<file path="config.mk">
export PLATFORM = sky130hd
export DESIGN_NAME = utf8_stream_decoder
export DESIGN_NICKNAME = d
export VERILOG_FILES = /design/src/hdl/u8sd_pkg.sv /design/src/hdl/u8sd_front.sv /design/src/hdl/u8sd_queue.sv /design/src/hdl/u8sd_back.sv /design/src/hdl/utf8_stream_decoder.sv
export SDC_FILE = /design/constraint.sdc
export NUM_CORES = 1
export LEC_CHECK = 0
export ABC_AREA = 1
export BUFFER_PORTS_ARGS = -buffer_cell sky130_fd_sc_hd__buf_2
export CAP_MARGIN = 20
export CORE_MARGIN = 2
export CORE_UTILIZATION = 40
export DETAILED_ROUTE_END_ITERATION = 8
export SLEW_MARGIN = 20
export SYNTH_ARGS = -nofsm -noshare
export SYNTH_HDL_FRONTEND = slang
export SYNTH_HIERARCHICAL = 1
export SYNTH_SLANG_ARGS = --single-unit
</file>
<file path="constraint.sdc">
create_clock -name clk_i -period 4 [get_ports clk_i]
set_clock_uncertainty 0.05 [all_clocks]
set_input_delay 0.2 -clock clk_i [delete_from_list [all_inputs] [get_ports clk_i]]
set_output_delay 0.2 -clock clk_i [all_outputs]
set_load 0.05 [all_outputs]
</file>
<file path="src/hdl/u8sd_pkg.sv">
// u8sd_pkg: shared types and constants of the utf-8 stream decoder
// used by the front, queue, back and top-level modules
`default_nettype none

package u8sd_pkg;

  localparam int unsigned CpWidth    = 21;
  localparam int unsigned ByteWidth  = 8;
  localparam int unsigned UsedWidth  = 3;
  localparam int unsigned OutCount   = 32;
  localparam int unsigned QueueDepth = 4;
  localparam int unsigned QueuePtrW  = $clog2(QueueDepth);

  localparam logic [CpWidth-1:0] ReplReset  = 21'h00FFFD;
  localparam logic [CpWidth-1:0] MinTwo     = 21'h000080;
  localparam logic [CpWidth-1:0] MinThree   = 21'h000800;
  localparam logic [CpWidth-1:0] SurrLow    = 21'h00D800;
  localparam logic [CpWidth-1:0] SurrHigh   = 21'h00DFFF;
  localparam logic [CpWidth-1:0] MinFour    = 21'h010000;
  localparam logic [CpWidth-1:0] MaxScalar  = 21'h10FFFF;

  localparam logic [UsedWidth-1:0] LenNone  = 3'd0;
  localparam logic [UsedWidth-1:0] LenOne   = 3'd1;
  localparam logic [UsedWidth-1:0] LenTwo   = 3'd2;
  localparam logic [UsedWidth-1:0] LenThree = 3'd3;
  localparam logic [UsedWidth-1:0] LenFour  = 3'd4;

  typedef enum logic [1:0] {
    TAIL_NONE,
    TAIL_DATA,
    TAIL_REP,
    TAIL_END
  } tail_e;

  // one queued command: rep_cnt replacements, then the tail item
  typedef struct packed {
    logic [2:0]           rep_cnt;
    tail_e                tail;
    logic [CpWidth-1:0]   cp;
    logic [UsedWidth-1:0] used;
  } cmd_t;

endpackage

`default_nettype wire

</file>
<file path="src/hdl/u8sd_front.sv">
// u8sd_front: byte classifier and sequence tracker of the utf-8 decoder
// turns each accepted byte into at most one command; depends on u8sd_pkg
`default_nettype none

module u8sd_front import u8sd_pkg::*; (
  input  wire logic                 clk_i,
  input  wire logic                 rst_ni,
  input  wire logic                 accept_i,
  input  wire logic [ByteWidth-1:0] byte_i,
  output logic                      push_o,
  output cmd_t                      cmd_o
);

  logic [UsedWidth-1:0] exp_q, exp_d;
  logic [1:0]           held_q, held_d;
  logic [CpWidth-1:0]   acc_q, acc_d;

  logic                 is_cont;
  logic [CpWidth-1:0]   acc_new;
  logic [1:0]           held_new;
  logic                 cp_ok;
  cmd_t                 cmd;

  assign is_cont  = (byte_i[7:6] == 2'b10);
  assign acc_new  = {acc_q[CpWidth-7:0], byte_i[5:0]};
  assign held_new = held_q + 2'd1;

  always_comb begin
    case (exp_q)
      LenTwo:   cp_ok = (acc_new >= MinTwo);
      LenThree: cp_ok = (acc_new >= MinThree) && !((acc_new >= SurrLow) && (acc_new <= SurrHigh));
      LenFour:  cp_ok = (acc_new >= MinFour) && (acc_new <= MaxScalar);
      default:  cp_ok = 1'b0;
    endcase
  end

  always_comb begin
    exp_d       = exp_q;
    held_d      = held_q;
    acc_d       = acc_q;
    cmd.rep_cnt = 3'd0;
    cmd.tail    = TAIL_NONE;
    cmd.cp      = '0;
    cmd.used    = LenNone;
    if ((exp_q != LenNone) && is_cont) begin
      if ({1'b0, held_new} + 3'd1 >= exp_q) begin
        exp_d  = LenNone;
        held_d = 2'd0;
        acc_d  = '0;
        if (cp_ok) begin
          cmd.tail = TAIL_DATA;
          cmd.cp   = acc_new;
          cmd.used = exp_q;
        end else begin
          cmd.rep_cnt = exp_q;
        end
      end else begin
        held_d = held_new;
        acc_d  = acc_new;
      end
    end else begin
      // broken sequence: lead and held bytes flush first
      if (exp_q != LenNone) begin
        cmd.rep_cnt = {1'b0, held_q} + 3'd1;
      end
      exp_d  = LenNone;
      held_d = 2'd0;
      acc_d  = '0;
      if (byte_i == '0) begin
        cmd.tail = TAIL_END;
      end else if (!byte_i[7]) begin
        cmd.tail = TAIL_DATA;
        cmd.cp   = {{(CpWidth-ByteWidth){1'b0}}, byte_i};
        cmd.used = LenOne;
      end else if (byte_i[7:5] == 3'b110) begin
        exp_d = LenTwo;
        acc_d = {{(CpWidth-5){1'b0}}, byte_i[4:0]};
      end else if (byte_i[7:4] == 4'b1110) begin
        exp_d = LenThree;
        acc_d = {{(CpWidth-4){1'b0}}, byte_i[3:0]};
      end else if (byte_i[7:3] == 5'b11110) begin
        exp_d = LenFour;
        acc_d = {{(CpWidth-3){1'b0}}, byte_i[2:0]};
      end else begin
        cmd.tail = TAIL_REP;
      end
    end
  end

  assign cmd_o  = cmd;
  assign push_o = accept_i && ((cmd.rep_cnt != 3'd0) || (cmd.tail != TAIL_NONE));

  always_ff @(posedge clk_i or negedge rst_ni) begin
    if (!rst_ni) begin
      exp_q  <= LenNone;
      held_q <= 2'd0;
      acc_q  <= '0;
    end else if (accept_i) begin
      exp_q  <= exp_d;
      held_q <= held_d;
      acc_q  <= acc_d;
    end
  end

endmodule

`default_nettype wire

</file>
<file path="src/hdl/u8sd_queue.sv">
// u8sd_queue: small command queue between front and back of the decoder
// flip-flop storage, first-word fall-through; depends on u8sd_pkg
`default_nettype none

module u8sd_queue import u8sd_pkg::*; (
  input  wire logic clk_i,
  input  wire logic rst_ni,
  input  wire logic push_i,
  input  cmd_t      push_data_i,
  output logic      full_o,
  input  wire logic pop_i,
  output logic      head_valid_o,
  output cmd_t      head_o
);

  cmd_t                 slot_q [QueueDepth];
  logic [QueuePtrW-1:0] wr_ptr_q, rd_ptr_q;
  logic [QueuePtrW:0]   fill_q;

  assign full_o       = (fill_q == QueueDepth[QueuePtrW:0]);
  assign head_valid_o = (fill_q != '0);
  assign head_o       = slot_q[rd_ptr_q];

  always_ff @(posedge clk_i) begin
    if (push_i) begin
      slot_q[wr_ptr_q] <= push_data_i;
    end
  end

  always_ff @(posedge clk_i or negedge rst_ni) begin
    if (!rst_ni) begin
      wr_ptr_q <= '0;
      rd_ptr_q <= '0;
      fill_q   <= '0;
    end else begin
      if (push_i) begin
        wr_ptr_q <= wr_ptr_q + 1'b1;
      end
      if (pop_i) begin
        rd_ptr_q <= rd_ptr_q + 1'b1;
      end
      case ({push_i, pop_i})
        2'b10:   fill_q <= fill_q + 1'b1;
        2'b01:   fill_q <= fill_q - 1'b1;
        default: fill_q <= fill_q;
      endcase
    end
  end

endmodule

`default_nettype wire

</file>
<file path="src/hdl/u8sd_back.sv">
// u8sd_back: expands queued commands into result transfers, keeps the count
// owns the output register; depends on u8sd_pkg
`default_nettype none

module u8sd_back import u8sd_pkg::*; #(
  parameter int unsigned COUNT_BITS = 32
) (
  input  wire logic               clk_i,
  input  wire logic               rst_ni,
  input  wire logic [CpWidth-1:0] repl_i,
  input  wire logic               head_valid_i,
  input  cmd_t                    head_i,
  output logic                    pop_o,
  output logic                    out_valid_o,
  input  wire logic               out_ready_i,
  output logic [CpWidth-1:0]      out_cp_o,
  output logic                    out_rep_o,
  output logic [UsedWidth-1:0]    out_used_o,
  output logic                    out_end_o,
  output logic [OutCount-1:0]     out_count_o,
  output logic                    out_last_o
);

  logic [1:0]            sub_q, sub_d;
  logic [COUNT_BITS-1:0] count_q, count_d, count_inc;
  logic                  valid_q;
  logic [CpWidth-1:0]    cp_q, cp_d;
  logic                  rep_q, rep_d;
  logic [UsedWidth-1:0]  used_q, used_d;
  logic                  end_q, end_d;
  logic [OutCount-1:0]   cnt_q, cnt_d;
  logic                  last_q;

  logic                  load;
  logic                  is_rep_item;
  logic                  item_last;
  logic [2:0]            total;
  logic [COUNT_BITS+OutCount-1:0] count_ext;

  assign load        = head_valid_i && (!valid_q || out_ready_i);
  assign total       = head_i.rep_cnt + ((head_i.tail != TAIL_NONE) ? 3'd1 : 3'd0);
  assign is_rep_item = ({1'b0, sub_q} < head_i.rep_cnt);
  assign item_last   = ({1'b0, sub_q} + 3'd1 == total);
  assign count_inc   = (&count_q) ? count_q : count_q + 1'b1;
  assign pop_o       = load && item_last;

  always_comb begin
    cp_d    = repl_i;
    rep_d   = 1'b1;
    used_d  = LenOne;
    end_d   = 1'b0;
    count_d = count_inc;
    if (!is_rep_item) begin
      case (head_i.tail)
        TAIL_DATA: begin
          cp_d   = head_i.cp;
          rep_d  = 1'b0;
          used_d = head_i.used;
        end
        TAIL_END: begin
          cp_d    = '0;
          rep_d   = 1'b0;
          used_d  = LenNone;
          end_d   = 1'b1;
          count_d = '0;
        end
        default: begin
          cp_d = repl_i;
        end
      endcase
    end
    count_ext = {{OutCount{1'b0}}, (end_d ? count_q : count_inc)};
    cnt_d     = count_ext[OutCount-1:0];
    sub_d     = item_last ? 2'd0 : sub_q + 2'd1;
  end

  always_ff @(posedge clk_i or negedge rst_ni) begin
    if (!rst_ni) begin
      valid_q <= 1'b0;
      sub_q   <= 2'd0;
      count_q <= '0;
    end else begin
      if (load) begin
        valid_q <= 1'b1;
        sub_q   <= sub_d;
        count_q <= count_d;
      end else if (out_ready_i) begin
        valid_q <= 1'b0;
      end
    end
  end

  always_ff @(posedge clk_i) begin
    if (load) begin
      cp_q   <= cp_d;
      rep_q  <= rep_d;
      used_q <= used_d;
      end_q  <= end_d;
      cnt_q  <= cnt_d;
      last_q <= item_last;
    end
  end

  assign out_valid_o = valid_q;
  assign out_cp_o    = cp_q;
  assign out_rep_o   = rep_q;
  assign out_used_o  = used_q;
  assign out_end_o   = end_q;
  assign out_count_o = cnt_q;
  assign out_last_o  = last_q;

endmodule

`default_nettype wire

</file>
<file path="src/hdl/utf8_stream_decoder.sv">
// utf8_stream_decoder: utf-8 decoder with replacement, top level
// depends on u8sd_pkg, u8sd_front, u8sd_queue and u8sd_back
//
// usage: text bytes enter on the s_axis group, one byte per transfer, a zero
// byte ends the text. each byte causes zero to four result transfers on the
// m_axis group: decoded code points, replacements for rejected bytes, and on
// the terminator one end item with the code point count of the text. tlast
// marks the final result caused by a byte. the cfg channel writes the
// replacement code; it is always ready. the user sees that it is written
// only while the block idles; the block does not enforce it. commands pass
// through the queue to the output register. throughput while the receiver
// is ready: one byte per cycle while each byte causes at most one result;
// the output register emits one result per cycle, and the four-entry
// command queue absorbs bursts. s_axis_tready drops only while it is full.
// reset: no sequence open, count zero, replacement code 0xFFFD, queue empty.
// when the receiver stalls, the output holds and the queue fills behind it.
`default_nettype none

module utf8_stream_decoder import u8sd_pkg::*; #(
  parameter int unsigned COUNT_BITS = 32
) (
  input  wire logic                 clk_i,
  input  wire logic                 rst_ni,
  input  wire logic                 cfg_valid_i,
  output logic                      cfg_ready_o,
  input  wire logic [CpWidth-1:0]   cfg_data_i,     // replacement_code
  input  wire logic                 s_axis_tvalid,
  output logic                      s_axis_tready,
  input  wire logic [7:0]           s_axis_tdata,   // [7:0] text_byte
  output logic                      m_axis_tvalid,
  input  wire logic                 m_axis_tready,
  output logic [55:0]               m_axis_tdata,   // [20:0] code_point, [23:21] bytes_used,
                                                    // [55:24] point_count
  output logic [1:0]                m_axis_tuser,   // [0] replaced, [1] text_end
  output logic                      m_axis_tlast    // last_of_run
);

  logic [CpWidth-1:0]   repl_q;
  logic                 accept;
  logic                 push;
  cmd_t                 push_cmd;
  logic                 q_full;
  logic                 pop;
  logic                 head_valid;
  cmd_t                 head;
  logic [CpWidth-1:0]   out_cp;
  logic                 out_rep;
  logic [UsedWidth-1:0] out_used;
  logic                 out_end;
  logic [OutCount-1:0]  out_count;

  assign cfg_ready_o   = 1'b1;
  assign s_axis_tready = !q_full;
  assign accept        = s_axis_tvalid && !q_full;

  always_ff @(posedge clk_i or negedge rst_ni) begin
    if (!rst_ni) begin
      repl_q <= ReplReset;
    end else if (cfg_valid_i) begin
      repl_q <= cfg_data_i;
    end
  end

  u8sd_front u_front (
    .clk_i    (clk_i),
    .rst_ni   (rst_ni),
    .accept_i (accept),
    .byte_i   (s_axis_tdata),
    .push_o   (push),
    .cmd_o    (push_cmd)
  );

  u8sd_queue u_queue (
    .clk_i        (clk_i),
    .rst_ni       (rst_ni),
    .push_i       (push),
    .push_data_i  (push_cmd),
    .full_o       (q_full),
    .pop_i        (pop),
    .head_valid_o (head_valid),
    .head_o       (head)
  );

  u8sd_back #(
    .COUNT_BITS (COUNT_BITS)
  ) u_back (
    .clk_i        (clk_i),
    .rst_ni       (rst_ni),
    .repl_i       (repl_q),
    .head_valid_i (head_valid),
    .head_i       (head),
    .pop_o        (pop),
    .out_valid_o  (m_axis_tvalid),
    .out_ready_i  (m_axis_tready),
    .out_cp_o     (out_cp),
    .out_rep_o    (out_rep),
    .out_used_o   (out_used),
    .out_end_o    (out_end),
    .out_count_o  (out_count),
    .out_last_o   (m_axis_tlast)
  );

  assign m_axis_tdata = {out_count, out_used, out_cp};
  assign m_axis_tuser = {out_end, out_rep};

endmodule

`default_nettype wire

</file>
==> impl_metrics.toml <==
[worst_hold_path]
hold_class = "in -> reg"
holdCritStartpoint = "cfg_valid_i"
whs_path_depth = 3
holdPathEnd = "repl_q[4]$_DFFE_PN1P_"

[layout]
final_common_cell = "nand2_1"
antennaDiodeCount = 0
post-route-util_pct = 47.17
mostFrequentLayoutCells = "nand2_1 (430), edfxtp_1 (175), inv_1 (160)"
multi_input_area_sq_mm = 0.004130
syn_to_final_growth_pct = 15.85
drive_above_1_share_pct = 16.52
fin_nets = 1475
seqCellArea_sq_mm = 0.007355
fillers = 2894

[critical_path]
rrSetupSlack_ns = 0.55
reg2reg_to = "u_queue/fill_q[2]$_DFFE_PN0P_"
worstSetupPathType = "reg -> reg"
crit-reg2reg-launch = "u_front/held_q[0]$_DFFE_PN0P_"
crit_path_max_fanout = 22
critPathRequiredTime_ns = 4.38
end_kind = "flip-flop"
crit_path_start_kind = "flip-flop"
critPathArrivalTime_ns = 3.83
reg2reg_depth = 21

[clock_tree]
clkTransAtPathRegs_ns = 0.06
clkLatencyLatePin_ns = 0.55
cts_buffer_depth = 3
h-tree-depth = 1
cts_resized = 0
cts_made_buffers = 28
cts.sinks = 258
cts_tree = "done"
cts_root_buf = "clkbuf_16"

[timing]
fin_crit_sh_pct = 86.25
setup_viol = 0
relSlewSlack_pct = 46.88
fin_crit_ns = 3.450
hold_violations = 0
rsz0062_at_grt = "false"
slew_violations = 0
fmax_ghz = 0.2898
worstMarginPinSlew_ns = 0.7968
tns_ns = 0
setup_ws_ns = 0.5499

[route]
via_per_inst = 4.863
drt_wl_total_microns = 27610
vias = 8963
route.detailed.drc = 0
ant_nets = 0
dr.pass1.iters = 5
drt_iter0_drc = 704
wl_per_cell_microns = 14.98

[floorplanning]
pin_count = 96
die_h_microns = 180.5
die-area_sq_mm = 0.03257
core-area_sq_mm = 0.03059
start_util_pct = 40.72
die_x_microns = 180.5
rows = 64

[power_and_ir_drop]
p_leak_nw = 6.264
power_density_mw_per_mm2 = 697.9
ir_drop_mv = 0.4713

[synth]
synthDistinctLibCells = 40
yosys_warnings = 6
synthArstFlopShare_pct = 32.17
synth_seq_cells = 258
syn-num-nets = 1361
ys.flop_type = "edfxtp_1"
synthesis.area_sq_mm = 0.01246
avgSynthCellArea_sq_um = 9.501
ys_seq_area_share_pct = 59.02
synth-edff-count = 175
netlist_instances = 1311

[placed_design]
hpwl_microns = 18490
gp_congestion = 0.8747
dpl_worst_slack_ns = 0.5504
io_buffers = 94

[global_route]
grt_pass1_wl_microns = 44780
grt_usage_pct = 16.83
antenna_found_initial = 0
grt_pass1_vias = 8462
grt-ovfl-total = 0
grt_max_degree = 73

[run_status]
status = "completed"

[job]
maxCapViolCount = 0
layout make-up:
type / instances / share of cell area (%)
sequential: 258 / 50.97
clock inverter: 16 / 1.049
multi-input combinational: 830 / 28.62
tap: 396 / 3.434
clock buffer: 36 / 5.272
timing repair buffer: 140 / 6.312
inverter: 167 / 4.344
per-layer routing:
layer  track usage [%]  vias up  part of all wire, %
met3             2.324       25                  5.2
met4             3.419        0                  1.5
li1                  -     4526                    -
met2             24.58      218                   42
met1             26.61     4194                   51
met5                 0        -                    0
cell usage after synthesis (8+ instances only):
cell      number  area share [%]
inv_1        161             4.9
clkbuf_1      19            0.57
o211ai_2      20             2.0
buf_4          9            0.54
o22ai_1       11            0.55
nand3_2       16             1.3
o21ai_0       23            0.92
nand3_1       88             3.5
buf_6         12             1.1
nand2_1      432              13
nor2_1        87             2.6
buf_2         15            0.60
nor3_1         8            0.32
dfstp_2       15             3.2
dfrtp_1       68              14
o211ai_1      39             2.4
o21ai_1       40             1.6
edfxtp_1     175              42
ha_1          15             1.5
flip-flops by register name, summed over array words and instances (netlist names):
name                count
u_front/exp_q           3
u_queue/slot_q        116
u_front/acc_q          15
u_back/out_cp_o        21
u_back/out_end_o        1
u_back/out_valid_o      1
u_back/sub_q            2
u_back/out_last_o       1
u_queue/wr_ptr_q        2
u_queue/rd_ptr_q        2
u_back/out_rep_o        1
u_back/out_count_o     32
u_back/out_used_o       3
u_back/count_q         32
u_front/held_q          2
repl_q                 21
u_queue/fill_q          3
critical path, stage by stage, from the launching register on:
cell	delay [ns]
dfrtp_1	0.38
inv_1	0.10
ha_1	0.21
ha_1	0.30
a21oi_1	0.13
nand3_1	0.11
nand2_1	0.18
inv_1	0.07
nand2_2	0.27
nand2_1	0.19
nor2_1	0.14
nand3_1	0.08
nand2_1	0.06
inv_1	0.11
inv_1	0.08
ha_1	0.16
inv_1	0.07
fa_1	0.38
nand2_1	0.10
nand3_1	0.07
nand2_1	0.06
nand2_1	0.04
per-stage QoR:
stage          area (sq um)  instances  hold WS, ns  total power [mW]
2_1_floorplan         12460       1311      -0.1456             6.811
3_3_place_gp          13200       1759       0.2913             7.560
3_5_place_dp          13200       1759       0.2864             7.630
4_1_cts               14430       1843    0.0002983             10.17
5_1_grt               14430       1843      0.01651             10.66
6_report              14430       1843     0.001239             10.07
what timing repair did:
item	in CTS	in global routing
buffers inserted	0	0
hold endpoints to repair	86	0
hold buffers	32	0
report_power, final:
| part | leakage [nW] | total [mW] | switching [mW] | internal [mW] |
|---|---|---|---|---|
| Combinational | 3.10 | 3.68 | 2.78 | 0.906 |
| Sequential | 2.73 | 3.89 | 0.278 | 3.61 |
| Clock | 0.439 | 2.50 | 1.08 | 1.43 |
| Total | 6.26 | 10.1 | 4.13 | 5.94 |
worst max-delay path by stage:
stage	startpoint	depth (start not counted)	to	slack [ns]
global placement	u_front/held_q[0]$_DFFE_PN0P_	21	u_queue/fill_q[2]$_DFFE_PN0P_	0.64
CTS	u_front/held_q[0]$_DFFE_PN0P_	21	u_queue/fill_q[2]$_DFFE_PN0P_	0.53
floorplan	u_queue/rd_ptr_q[0]$_DFFE_PN0P_	22	u_queue/fill_q[2]$_DFFE_PN0P_	0.57
global route	u_front/held_q[0]$_DFFE_PN0P_	21	u_queue/fill_q[2]$_DFFE_PN0P_	0.08
finish	u_front/held_q[0]$_DFFE_PN0P_	21	u_queue/fill_q[2]$_DFFE_PN0P_	0.55
detailed placement	u_front/held_q[0]$_DFFE_PN0P_	21	u_queue/fill_q[2]$_DFFE_PN0P_	0.55
kinds of logic (layout without fill, tap and decap cells):
group                      after synthesis  in the layout  synth area share, %
and+or+nand+nor                        654            654                22.33
xor gates and xnor gates                 8              8               0.5625
AOI/OAI and AO/OA                      151            151                8.528
adders and majority gates               16             16                1.668
buffers and inverters                  223            359                7.865
other                                    1              1              0.03011
DFF                                    258            258                59.02
No activity file was read; power rests on OpenSTA's default activity.
